==> src/assert_macros.svh <==
// Assertion macros shared by the I2C master RTL.
`ifndef ASSERT_MACROS_SVH
`define ASSERT_MACROS_SVH

`ifndef NO_ASSERTIONS

// Same-cycle implication.
`define ASSERT_IMPLIES(name, clk, rst, ante, cons) \
   name: assert property (@(posedge clk) disable iff (rst) (ante) |-> (cons)) \
      else $error("assertion failed: same-cycle implication");

// Next-cycle implication.
`define ASSERT_NEXT(name, clk, rst, ante, cons) \
   name: assert property (@(posedge clk) disable iff (rst) (ante) |=> (cons)) \
      else $error("assertion failed: next-cycle implication");

`else

`define ASSERT_IMPLIES(name, clk, rst, ante, cons)
`define ASSERT_NEXT(name, clk, rst, ante, cons)

`endif

`endif

==> src/i2cm_pkg.sv <==
// Types and constants for the I2C master register access block.
package i2cm_pkg;

   localparam int REQ_DATA_W = 40;
   localparam int RSP_DATA_W = 16;

   typedef enum logic [1:0] {
      CMD_TICK   = 2'd0,
      CMD_WRITE  = 2'd1,
      CMD_READ   = 2'd2,
      CMD_SUPPLY = 2'd3
   } cmd_kind_type;

   typedef enum logic [3:0] {
      PH_IDLE   = 4'd0,
      PH_START1 = 4'd1,
      PH_ADDRW  = 4'd2,
      PH_REG    = 4'd3,
      PH_DATA   = 4'd4,
      PH_START2 = 4'd5,
      PH_ADDRR  = 4'd6,
      PH_RECV   = 4'd7,
      PH_MACK   = 4'd8,
      PH_STOP   = 4'd9
   } phase_type;

   localparam logic [2:0] ERR_OK        = 3'd0;
   localparam logic [2:0] ERR_ADDR_NACK = 3'd1;
   localparam logic [2:0] ERR_REG_NACK  = 3'd2;
   localparam logic [2:0] ERR_DATA_NACK = 3'd3;
   localparam logic [2:0] ERR_RADR_NACK = 3'd4;

   typedef struct packed {
      cmd_kind_type kind;
      logic [6:0]   dev_addr;
      logic [7:0]   reg_addr;
      logic [15:0]  byte_count;
      logic [7:0]   write_byte;
      logic         sda_sample;
   } cmd_type;

   typedef struct packed {
      logic       scl_level;
      logic       sda_level;
      logic [7:0] read_byte;
      logic       read_valid;
      logic       read_last;
      logic       need_byte;
      logic       busy;
      logic       done;
      logic [2:0] error_code;
   } result_type;

endpackage

==> src/i2cm_front.sv <==
// Front end: accepts request transfers, decodes them and queues two deep.
`include "assert_macros.svh"

module i2cm_front
   import i2cm_pkg::*;
(
   input  logic                  clock,
   input  logic                  reset,
   input  logic                  req_tvalid,
   output logic                  req_tready,
   // dev_addr[6:0], reg_addr[14:7], byte_count[30:15], write_byte[38:31], sda_in[39]
   input  logic [REQ_DATA_W-1:0] req_tdata,
   // opcode[1:0]
   input  logic [1:0]            req_tuser,
   output logic                  cmd_valid,
   output cmd_type               cmd,
   input  logic                  cmd_pop
);

   logic [1:0]   count_ff, count_in;
   cmd_type      head_ff, head_in;
   cmd_type      tail_ff, tail_in;
   cmd_type      new_cmd;
   cmd_kind_type kind;
   logic         push;

   assign kind = cmd_kind_type'(req_tuser);

   always_comb begin
      new_cmd.kind       = kind;
      new_cmd.dev_addr   = req_tdata[6:0];
      new_cmd.reg_addr   = req_tdata[14:7];
      new_cmd.byte_count = req_tdata[30:15];
      new_cmd.write_byte = req_tdata[38:31];
      new_cmd.sda_sample = req_tdata[39];
   end

   assign req_tready = (count_ff != 2'd2);
   assign push       = req_tvalid && req_tready;
   assign cmd_valid  = (count_ff != 2'd0);
   assign cmd        = head_ff;

   always_comb begin
      head_in  = head_ff;
      tail_in  = tail_ff;
      count_in = count_ff;
      case (count_ff)
         2'd0: begin
            if (push) begin
               head_in  = new_cmd;
               count_in = 2'd1;
            end
         end
         2'd1: begin
            if (push && cmd_pop) begin
               head_in = new_cmd;
            end else if (push) begin
               tail_in  = new_cmd;
               count_in = 2'd2;
            end else if (cmd_pop) begin
               count_in = 2'd0;
            end
         end
         default: begin
            if (cmd_pop) begin
               head_in  = tail_ff;
               count_in = 2'd1;
            end
         end
      endcase
   end

   always_ff @(posedge clock) begin
      if (reset) begin
         count_ff <= 2'd0;
      end else begin
         count_ff <= count_in;
      end
   end

   always_ff @(posedge clock) begin
      head_ff <= head_in;
      tail_ff <= tail_in;
   end

   `ASSERT_IMPLIES(a_count_range, clock, reset, 1'b1, count_ff <= 2'd2)
   `ASSERT_IMPLIES(a_pop_nonempty, clock, reset, cmd_pop, count_ff != 2'd0)
   `ASSERT_NEXT(a_pop_only, clock, reset, cmd_pop && !push, count_ff == $past(count_ff) - 2'd1)

endmodule

==> src/i2cm_engine.sv <==
// Back end: bus sequencer, one quarter-bit tick per command, with result register.
`include "assert_macros.svh"

module i2cm_engine
   import i2cm_pkg::*;
#(
   parameter int COUNT_WIDTH = 16
)
(
   input  logic       clock,
   input  logic       reset,
   input  logic       cmd_valid,
   input  cmd_type    cmd,
   output logic       cmd_pop,
   output logic       rsp_valid,
   input  logic       rsp_ready,
   output result_type rsp
);

   localparam int CW_EXT = (COUNT_WIDTH > 16) ? COUNT_WIDTH : 16;

   phase_type              phase_ff, phase_in;
   logic [1:0]             step_ff, step_in;
   logic [3:0]             bit_idx_ff, bit_idx_in;
   logic [7:0]             shift_ff, shift_in;
   logic [COUNT_WIDTH-1:0] left_ff, left_in;
   logic [7:0]             held_ff, held_in;
   logic                   held_valid_ff, held_valid_in;
   logic                   is_read_ff, is_read_in;
   logic [6:0]             slave_ff, slave_in;
   logic [7:0]             reg_ff, reg_in;
   logic [2:0]             err_ff, err_in;
   logic                   scl_ff, scl_in;
   logic                   sda_ff, sda_in;
   logic                   rsp_valid_ff;
   result_type             rsp_ff, res_in;
   logic [CW_EXT-1:0]      count_ext;
   logic                   chain;
   logic                   advance;

   assign advance   = cmd_valid && (!rsp_valid_ff || rsp_ready);
   assign cmd_pop   = advance;
   assign rsp_valid = rsp_valid_ff;
   assign rsp       = rsp_ff;
   assign count_ext = CW_EXT'(cmd.byte_count);

   always_comb begin
      phase_in      = phase_ff;
      step_in       = step_ff;
      bit_idx_in    = bit_idx_ff;
      shift_in      = shift_ff;
      left_in       = left_ff;
      held_in       = held_ff;
      held_valid_in = held_valid_ff;
      is_read_in    = is_read_ff;
      slave_in      = slave_ff;
      reg_in        = reg_ff;
      err_in        = err_ff;
      scl_in        = scl_ff;
      sda_in        = sda_ff;
      chain         = 1'b0;
      res_in        = '0;

      if (cmd.kind == CMD_SUPPLY) begin
         held_in       = cmd.write_byte;
         held_valid_in = 1'b1;
      end else if ((cmd.kind == CMD_WRITE || cmd.kind == CMD_READ) && phase_ff == PH_IDLE) begin
         slave_in      = cmd.dev_addr;
         reg_in        = cmd.reg_addr;
         left_in       = count_ext[COUNT_WIDTH-1:0];
         is_read_in    = (cmd.kind == CMD_READ);
         held_valid_in = 1'b0;
         err_in        = ERR_OK;
         phase_in      = PH_START1;
         step_in       = 2'd0;
         bit_idx_in    = 4'd0;
      end

      unique case (phase_in)
         PH_IDLE: begin
         end
         PH_START1, PH_START2: begin
            case (step_in)
               2'd0: begin sda_in = 1'b1; step_in = 2'd1; end
               2'd1: begin scl_in = 1'b1; step_in = 2'd2; end
               2'd2: begin sda_in = 1'b0; step_in = 2'd3; end
               default: begin
                  scl_in     = 1'b0;
                  shift_in   = {slave_in, phase_in == PH_START2};
                  phase_in   = (phase_in == PH_START1) ? PH_ADDRW : PH_ADDRR;
                  step_in    = 2'd0;
                  bit_idx_in = 4'd0;
               end
            endcase
         end
         PH_ADDRW, PH_REG, PH_DATA, PH_ADDRR: begin
            if (!bit_idx_in[3]) begin
               case (step_in)
                  2'd0: begin
                     if (phase_in == PH_DATA && bit_idx_in == 4'd0 && !held_valid_in) begin
                        res_in.need_byte = 1'b1;
                     end else begin
                        if (phase_in == PH_DATA && bit_idx_in == 4'd0) begin
                           shift_in      = held_in;
                           held_valid_in = 1'b0;
                        end
                        sda_in  = shift_in[7];
                        step_in = 2'd1;
                     end
                  end
                  2'd1: begin scl_in = 1'b1; step_in = 2'd2; end
                  default: begin
                     scl_in     = 1'b0;
                     shift_in   = {shift_in[6:0], 1'b0};
                     bit_idx_in = bit_idx_in + 4'd1;
                     step_in    = 2'd0;
                  end
               endcase
            end else begin
               case (step_in)
                  2'd0: begin sda_in = 1'b1; step_in = 2'd1; end
                  2'd1: begin
                     scl_in   = 1'b1;
                     shift_in = {7'd0, cmd.sda_sample};
                     step_in  = 2'd2;
                  end
                  default: begin
                     scl_in = 1'b0;
                     if (shift_in[0]) begin
                        sda_in = 1'b0;
                        unique case (phase_in)
                           PH_ADDRW: err_in = ERR_ADDR_NACK;
                           PH_REG:   err_in = ERR_REG_NACK;
                           PH_DATA:  err_in = ERR_DATA_NACK;
                           default:  err_in = ERR_RADR_NACK;
                        endcase
                        phase_in   = PH_STOP;
                        step_in    = 2'd1;
                        bit_idx_in = 4'd0;
                     end else begin
                        unique case (phase_in)
                           PH_ADDRW: begin
                              phase_in = PH_REG;
                              shift_in = reg_in;
                           end
                           PH_REG: begin
                              if (is_read_in) begin
                                 phase_in = PH_START2;
                              end else begin
                                 phase_in = (left_in != '0) ? PH_DATA : PH_STOP;
                              end
                           end
                           PH_DATA: begin
                              left_in  = left_in - COUNT_WIDTH'(1);
                              phase_in = (left_in != '0) ? PH_DATA : PH_STOP;
                           end
                           default: begin
                              phase_in = (left_in != '0) ? PH_RECV : PH_STOP;
                              shift_in = 8'd0;
                           end
                        endcase
                        step_in    = 2'd0;
                        bit_idx_in = 4'd0;
                        chain      = 1'b1;
                     end
                  end
               endcase
            end
         end
         PH_RECV: begin
            if (step_in == 2'd0) begin
               scl_in  = 1'b0;
               sda_in  = 1'b1;
               step_in = 2'd1;
            end else begin
               scl_in     = 1'b1;
               shift_in   = {shift_in[6:0], cmd.sda_sample};
               bit_idx_in = bit_idx_in + 4'd1;
               step_in    = 2'd0;
               if (bit_idx_in[3]) begin
                  res_in.read_byte  = shift_in;
                  res_in.read_valid = 1'b1;
                  res_in.read_last  = (left_in == COUNT_WIDTH'(1));
                  phase_in          = PH_MACK;
                  bit_idx_in        = 4'd0;
               end
            end
         end
         PH_MACK: begin
            case (step_in)
               2'd0: begin
                  scl_in  = 1'b0;
                  sda_in  = (left_in == COUNT_WIDTH'(1));
                  step_in = 2'd1;
               end
               2'd1: begin scl_in = 1'b1; step_in = 2'd2; end
               default: begin
                  scl_in   = 1'b0;
                  left_in  = left_in - COUNT_WIDTH'(1);
                  phase_in = (left_in != '0) ? PH_RECV : PH_STOP;
                  shift_in = 8'd0;
                  step_in  = 2'd0;
               end
            endcase
         end
         PH_STOP: begin
            case (step_in)
               2'd0: begin sda_in = 1'b0; step_in = 2'd1; end
               2'd1: begin scl_in = 1'b1; step_in = 2'd2; end
               default: begin
                  sda_in      = 1'b1;
                  phase_in    = PH_IDLE;
                  step_in     = 2'd0;
                  res_in.done = 1'b1;
               end
            endcase
         end
         default: begin
            phase_in = PH_IDLE;
            step_in  = 2'd0;
         end
      endcase

      // after an ACK the first step of the next phase runs in the same tick
      if (chain) begin
         unique case (phase_in)
            PH_START2: begin sda_in = 1'b1; step_in = 2'd1; end
            PH_RECV: begin
               scl_in  = 1'b0;
               sda_in  = 1'b1;
               step_in = 2'd1;
            end
            PH_STOP: begin sda_in = 1'b0; step_in = 2'd1; end
            PH_DATA: begin
               if (!held_valid_in) begin
                  res_in.need_byte = 1'b1;
               end else begin
                  shift_in      = held_in;
                  held_valid_in = 1'b0;
                  sda_in        = shift_in[7];
                  step_in       = 2'd1;
               end
            end
            default: begin
               sda_in  = shift_in[7];
               step_in = 2'd1;
            end
         endcase
      end

      res_in.scl_level  = scl_in;
      res_in.sda_level  = sda_in;
      res_in.busy       = (phase_in != PH_IDLE);
      res_in.error_code = err_in;
   end

   always_ff @(posedge clock) begin
      if (reset) begin
         phase_ff      <= PH_IDLE;
         step_ff       <= 2'd0;
         bit_idx_ff    <= 4'd0;
         held_valid_ff <= 1'b0;
         is_read_ff    <= 1'b0;
         err_ff        <= ERR_OK;
         scl_ff        <= 1'b1;
         sda_ff        <= 1'b1;
         rsp_valid_ff  <= 1'b0;
      end else begin
         if (advance) begin
            phase_ff      <= phase_in;
            step_ff       <= step_in;
            bit_idx_ff    <= bit_idx_in;
            held_valid_ff <= held_valid_in;
            is_read_ff    <= is_read_in;
            err_ff        <= err_in;
            scl_ff        <= scl_in;
            sda_ff        <= sda_in;
            rsp_valid_ff  <= 1'b1;
         end else if (rsp_ready) begin
            rsp_valid_ff  <= 1'b0;
         end
      end
   end

   always_ff @(posedge clock) begin
      if (advance) begin
         shift_ff <= shift_in;
         left_ff  <= left_in;
         held_ff  <= held_in;
         slave_ff <= slave_in;
         reg_ff   <= reg_in;
         rsp_ff   <= res_in;
      end
   end

   `ASSERT_NEXT(a_recv_to_mack, clock, reset, advance && res_in.read_valid, phase_ff == PH_MACK)
   `ASSERT_IMPLIES(a_need_in_data, clock, reset, res_in.need_byte, phase_in == PH_DATA && bit_idx_in == 4'd0)
   `ASSERT_IMPLIES(a_bit_range, clock, reset, 1'b1, bit_idx_ff <= 4'd8)
   `ASSERT_NEXT(a_done_idle, clock, reset, advance && res_in.done, phase_ff == PH_IDLE && !scl_ff == 1'b0)

endmodule

==> src/i2c_master_register_access.sv <==
// Top level of the seven-bit I2C master for register read and write access.
//
// Request channel (req_): one transfer per quarter-bit bus tick. tuser carries
// the opcode (tick, start write, start read, supply write byte); tdata carries
// the address, register, byte count, write byte and the sampled SDA level.
// Result channel (rsp_): exactly one transfer per request, in order, holding
// the SCL/SDA drive levels after the tick, the received byte (tuser flags it,
// tlast marks the final byte), need-byte, busy, done and the error code.
// Requests enter a two-deep queue; the sequencer takes one per cycle while the
// result side accepts and loads the result register, so a result appears in the
// cycle after its request is taken and one tick per cycle is sustained. The rate
// is set by the tick step of the sequencer.
// When the result side stalls the result register holds, the queue fills and
// req_tready drops once two requests wait.
// Reset empties the queue and leaves the bus idle with SCL and SDA released.
module i2c_master_register_access
   import i2cm_pkg::*;
#(
   parameter int COUNT_WIDTH = 16
)
(
   input  logic                  clock,
   input  logic                  reset,
   input  logic                  req_tvalid,
   output logic                  req_tready,
   // dev_addr[6:0], reg_addr[14:7], byte_count[30:15], write_byte[38:31], sda_in[39]
   input  logic [REQ_DATA_W-1:0] req_tdata,
   // opcode[1:0]
   input  logic [1:0]            req_tuser,
   output logic                  rsp_tvalid,
   input  logic                  rsp_tready,
   // scl_level[0], sda_level[1], read_byte[9:2], need_byte[10], busy_res[11],
   // done_res[12], error_code[15:13]
   output logic [RSP_DATA_W-1:0] rsp_tdata,
   // read_valid[0]
   output logic                  rsp_tuser,
   output logic                  rsp_tlast
);

   cmd_type    cmd;
   logic       cmd_valid;
   logic       cmd_pop;
   result_type rsp;

   i2cm_front u_front (
      .clock      (clock),
      .reset      (reset),
      .req_tvalid (req_tvalid),
      .req_tready (req_tready),
      .req_tdata  (req_tdata),
      .req_tuser  (req_tuser),
      .cmd_valid  (cmd_valid),
      .cmd        (cmd),
      .cmd_pop    (cmd_pop)
   );

   i2cm_engine #(
      .COUNT_WIDTH (COUNT_WIDTH)
   ) u_engine (
      .clock     (clock),
      .reset     (reset),
      .cmd_valid (cmd_valid),
      .cmd       (cmd),
      .cmd_pop   (cmd_pop),
      .rsp_valid (rsp_tvalid),
      .rsp_ready (rsp_tready),
      .rsp       (rsp)
   );

   assign rsp_tdata = {rsp.error_code, rsp.done, rsp.busy, rsp.need_byte,
                       rsp.read_byte, rsp.sda_level, rsp.scl_level};
   assign rsp_tuser = rsp.read_valid;
   assign rsp_tlast = rsp.read_last;

endmodule
==> config.mk <==
export PLATFORM = sky130hd
export DESIGN_NAME = i2c_master_register_access
export DESIGN_NICKNAME = d
export VERILOG_FILES = /design/src/i2cm_pkg.sv /design/src/i2cm_front.sv /design/src/i2cm_engine.sv /design/src/i2c_master_register_access.sv
export VERILOG_INCLUDE_DIRS = /design/src /design/src/src
export SDC_FILE = /design/constraint.sdc
export NUM_CORES = 1
export LEC_CHECK = 0
export ABC_CLOCK_PERIOD_IN_PS = 7600
export BUFFER_PORTS_ARGS = -buffer_cell sky130_fd_sc_hd__buf_2
export CAP_MARGIN = 20
export CELL_PAD_IN_SITES_DETAIL_PLACEMENT = 2
export CELL_PAD_IN_SITES_GLOBAL_PLACEMENT = 2
export CORE_MARGIN = 3
export CORE_UTILIZATION = 31
export DETAILED_ROUTE_END_ITERATION = 16
export PLACE_DENSITY = 0.69
export SETUP_SLACK_MARGIN = 0.4
export SKIP_LAST_GASP = 1
export SYNTH_ARGS = -nofsm -noshare
export SYNTH_HDL_FRONTEND = slang
export SYNTH_SLANG_ARGS = --single-unit
==> constraint.sdc <==
create_clock -name clock -period 7.6 [get_ports clock]
set_clock_uncertainty 0.2 [all_clocks]
set_input_delay 0.76 -clock clock [delete_from_list [all_inputs] [get_ports clock]]
set_output_delay 0.76 -clock clock [all_outputs]
set_load 0.005 [all_outputs]
==> results by group <==
Setup path
  • CP Class: reg -> reg
  • Critical path cell sequence: ha_1 -> nor2_1 -> buf_4 -> nand2_2 -> mux2i_1 -> ha_1 -> or4b_2 -> o21ai_0 -> or4b_1 -> a21oi_1 -> nand3_1 -> nor4b_4 -> o21bai_1 -> nor3b_1 -> buf_4 -> a21oi_1 -> o22ai_1
  • Worst R2R Path Depth: 17
  • Crit path capture: u_engine.shift_ff[4]$_DFFE_PP_
  • R2r setup slk: roughly 1.8 ns
  • Worst r2r dst: u_engine.shift_ff[4]$_DFFE_PP_
  • Critical-path maximum fanout: 12
  • Max stage delay on crit path: between 0.6 and 0.7 ns
  • Critical path endpoint category: register
  • Reg-to-reg critical path startpoint: u_front.cmd[41]$_DFFE_PP_
  • Crit path DAT: roughly 5.7 ns
  • Startpoint Class: register
  • Max stage delay cell, worst path: or4b_2
  • Crit. Startpoint: u_front.cmd[41]$_DFFE_PP_
  • Crit path required time: 7.58 ns

Logic synthesis
  • Sequential share of the synthesized area: between 50% and 60%
  • Top FF cell, synth: edfxtp_1
  • Synth Area in Compound Gates: about 15%
  • Mapped Cells: roughly 830
  • Ys async rst share: 0%
  • Simple-gate share of the synthesized area: ~16%
  • Post-synth EDFFs: about 150
  • Largest family of logic cells by synthesized area: simple AND/OR/NAND/NOR gates
  • Syn. warnings: 0
  • Synth unique cells: 69
  • Mean Syn Cell Area: 10.9 um^2
  • Cell area after synthesis: between 9000 and 10000 um^2
  • Post-Synth Adder-Cell Area: between 1.5 and 2%
  • Post-Synth XOR/XNOR Area: 2.03%
  • Synthesized flop and latch total: 169
  • Mux cell area share after synthesis: approximately 8.5%
  • Net Count, Synth: a little under 900

Pwr
  • Worst vdd ir: ~0.11 mV
  • Pleak: 3.66 nW
  • PwrDens: around 240 nW/um^2

Finish
  • Fillers: between 3000 and 4000
  • Commonest non-fill, non-tap cell in the layout: edfxtp_1
  • Storage cell area: slightly below 5000 um^2
  • Layout cells sized above 1: around a fifth
  • Area of the multi-input gates: 3920 um^2
  • N_diodes: 0
  • Commonest non-fill, non-tap cells in the layout: edfxtp_1, nand2_1, buf_2, nor2_1, a21oi_1
  • Layout Utilization: about 36%
  • Synth-to-layout area growth: 15.3%
  • Layout Nets: about 950

Drt
  • Drc violations: 0
  • DR vias: slightly above 7000
  • DRT iter0 DRCs: 545
  • Antenna-violating nets left: 0
  • Drt wl/cell: between 20 and 25 um
  • Post-DR vias/cell: 5.49
  • Drt pass-1 iters: 6
  • Routed wire length: approximately 29000 um

Clock network
  • Clock Tree Root: clkbuf_16
  • Max clock buf depth: 2
  • CTS tree: yes
  • H-tree level count: 4
  • Resize count post-CTS: 0
  • Clock Pin Slew Worst Setup and Hold Paths: approximately 0.080 ns
  • CTS buffer count: 17
  • CTS Sinks: between 150 and 200
  • Clk_lat worst skew: 0.45 ns
  • Post-CTS repair timing setup buffer count: 0
  • # hold bufs at CTS: 0

Timing
  • Worst slew pin tran: 1.04 ns
  • Hold Fails Final Rpt: 0
  • Fmax: 0.174 GHz
  • RSZ-0062 raised after global routing: no
  • Worst slew margin: between 30% and 40%
  • Slew Limit Fails: 0
  • Fin crit share: approximately three quarters
  • Setup violators final: 0
  • Final min period: slightly below 6 ns
  • Setup_tns: 0 ns

GRT
  • GR Overflow Total: 0
  • Global-route wire length before repair: around 46000 um
  • Largest net degree at the start of global routing: 52
  • Gr usage total: between 10% and 20%
  • Vias in the first global route: about 7500
  • Initial antenna violation count: 0

Hold path
  • Min-Delay Path Class: reg -> reg

Run status
  • Status: complete, no violations

Placement
  • IO Port Bufs: 65
  • Final Wtd Congestion: between 0.8 and 0.9
  • Hpwl dp: approximately 20000 um

Die
  • Die Ht: 177 um
  • Core footprint: roughly 29000 um^2
  • # IOs: between 60 and 70
  • DIE AREA: approximately 31000 um^2
  • Initial core utilization: between 30% and 40%
  • Rows: just over 60
  • Die Width: about 180 um

Flow run
  • Max cap viols: 0
-- cells by family after synthesis --
group	Yosys count
xor+xnor	21
buf+inv	70
flops	169
mux	70
simple gates	291
fa+ha+maj	14
compound gates	196
-- report_power, final --
part / total [mW] / internal, mW / switching [mW]
Clock: 0.924 / 0.451 / 0.473
Sequential: 1.14 / 1.08 / 0.0582
Combinational: 0.420 / 0.148 / 0.272
Total: 2.48 / 1.68 / 0.803
-- flip-flops by register name, indices dropped and copies added (netlist names) --
name,flops
u_engine.bit_idx_ff,4
u_engine.err_ff,3
u_engine.held_ff,8
u_engine.held_valid_ff,1
u_engine.is_read_ff,1
u_engine.left_ff,16
u_engine.phase_ff,4
u_engine.reg_ff,8
u_engine.rsp,18
u_engine.rsp_valid,1
u_engine.scl_ff,1
u_engine.sda_ff,1
u_engine.shift_ff,8
u_engine.slave_ff,7
u_engine.step_ff,2
u_front.cmd,42
u_front.count_ff,2
u_front.tail_ff,42
-- cell usage after synthesis, types with 11 or more instances --
cell | instances | area [um^2]
o21ai_0 | 38 | 190
inv_1 | 20 | 75.1
and2_1 | 11 | 68.8
clkbuf_1 | 38 | 143
dfxtp_1 | 20 | 400
nor2_1 | 56 | 210
ha_1 | 14 | 175
mux2i_1 | 24 | 240
nor3_1 | 14 | 70.1
xor2_1 | 11 | 96.3
nand2_1 | 107 | 402
mux2_2 | 45 | 507
a21oi_1 | 49 | 245
nand3_1 | 21 | 105
nor4_1 | 13 | 81.3
edfxtp_1 | 149 | 4470
nor2b_1 | 11 | 68.8
a221oi_1 | 15 | 131
-- layout make-up --
cell class	instances	share of cell area, %
Multi-Input combinational cell	592	37.5
Clock inverter	15	1.84
Inverter	20	0.730
Tap cell	384	4.59
Clock buffer	17	4.07
Sequential cell	169	46.6
Timing Repair Buffer	85	4.66
-- through the flow --
| step | total power [mW] | cell area (um^2) | std cells | setup slack (ns) | hold slack (ns) |
|---|---|---|---|---|---|
| 5_1_grt | 2.59 | 10500 | 1282 | 1.44 | 0.283 |
| 6_report | 2.48 | 10500 | 1282 | 1.84 | 0.275 |
| 3_5_place_dp | 1.57 | 9820 | 1249 | 1.84 | 0.255 |
| 4_1_cts | 2.50 | 10400 | 1281 | 1.84 | 0.275 |
| 3_3_place_gp | 1.55 | 9820 | 1249 | 2.05 | 0.255 |
| 2_1_floorplan | 1.41 | 9070 | 831 | 1.57 | 0.237 |
-- worst max-delay path, delay by kind of cell (launching register included) --
family	cells	cell delay, ns
adders and majority gates	2	0.99
buffers and inverters	2	0.41
DFF	1	0.37
AOI/OAI and AO/OA	5	0.96
and+or+nand+nor	7	2.12
muxes	1	0.46
-- worst min-delay path by stage --
stage	startpoint	end	cells after the start
CTS	req_tdata[18]	u_front.tail_ff[12]$_DFFE_PP_	1
global route	req_tdata[14]	u_front.tail_ff[32]$_DFFE_PP_	1
global placement	u_engine.err_ff[1]$_SDFFE_PP0P_	u_engine.err_ff[1]$_SDFFE_PP0P_	2
floorplan	u_engine.err_ff[2]$_SDFFE_PP0P_	u_engine.err_ff[2]$_SDFFE_PP0P_	2
finish	u_engine.err_ff[1]$_SDFFE_PP0P_	u_engine.err_ff[1]$_SDFFE_PP0P_	2
detailed placement	u_engine.err_ff[1]$_SDFFE_PP0P_	u_engine.err_ff[1]$_SDFFE_PP0P_	2
-- metal layers --
layer  global-route usage (%)  up-vias  wire [um]
met4                     5.73        0        429
met5                        0        -          0
met2                     30.0      170      13600
li1                         -     3269          -
met3                     2.47       26       1060
met1                     27.4     3577      13900
No activity file was read; power rests on OpenSTA's default activity.
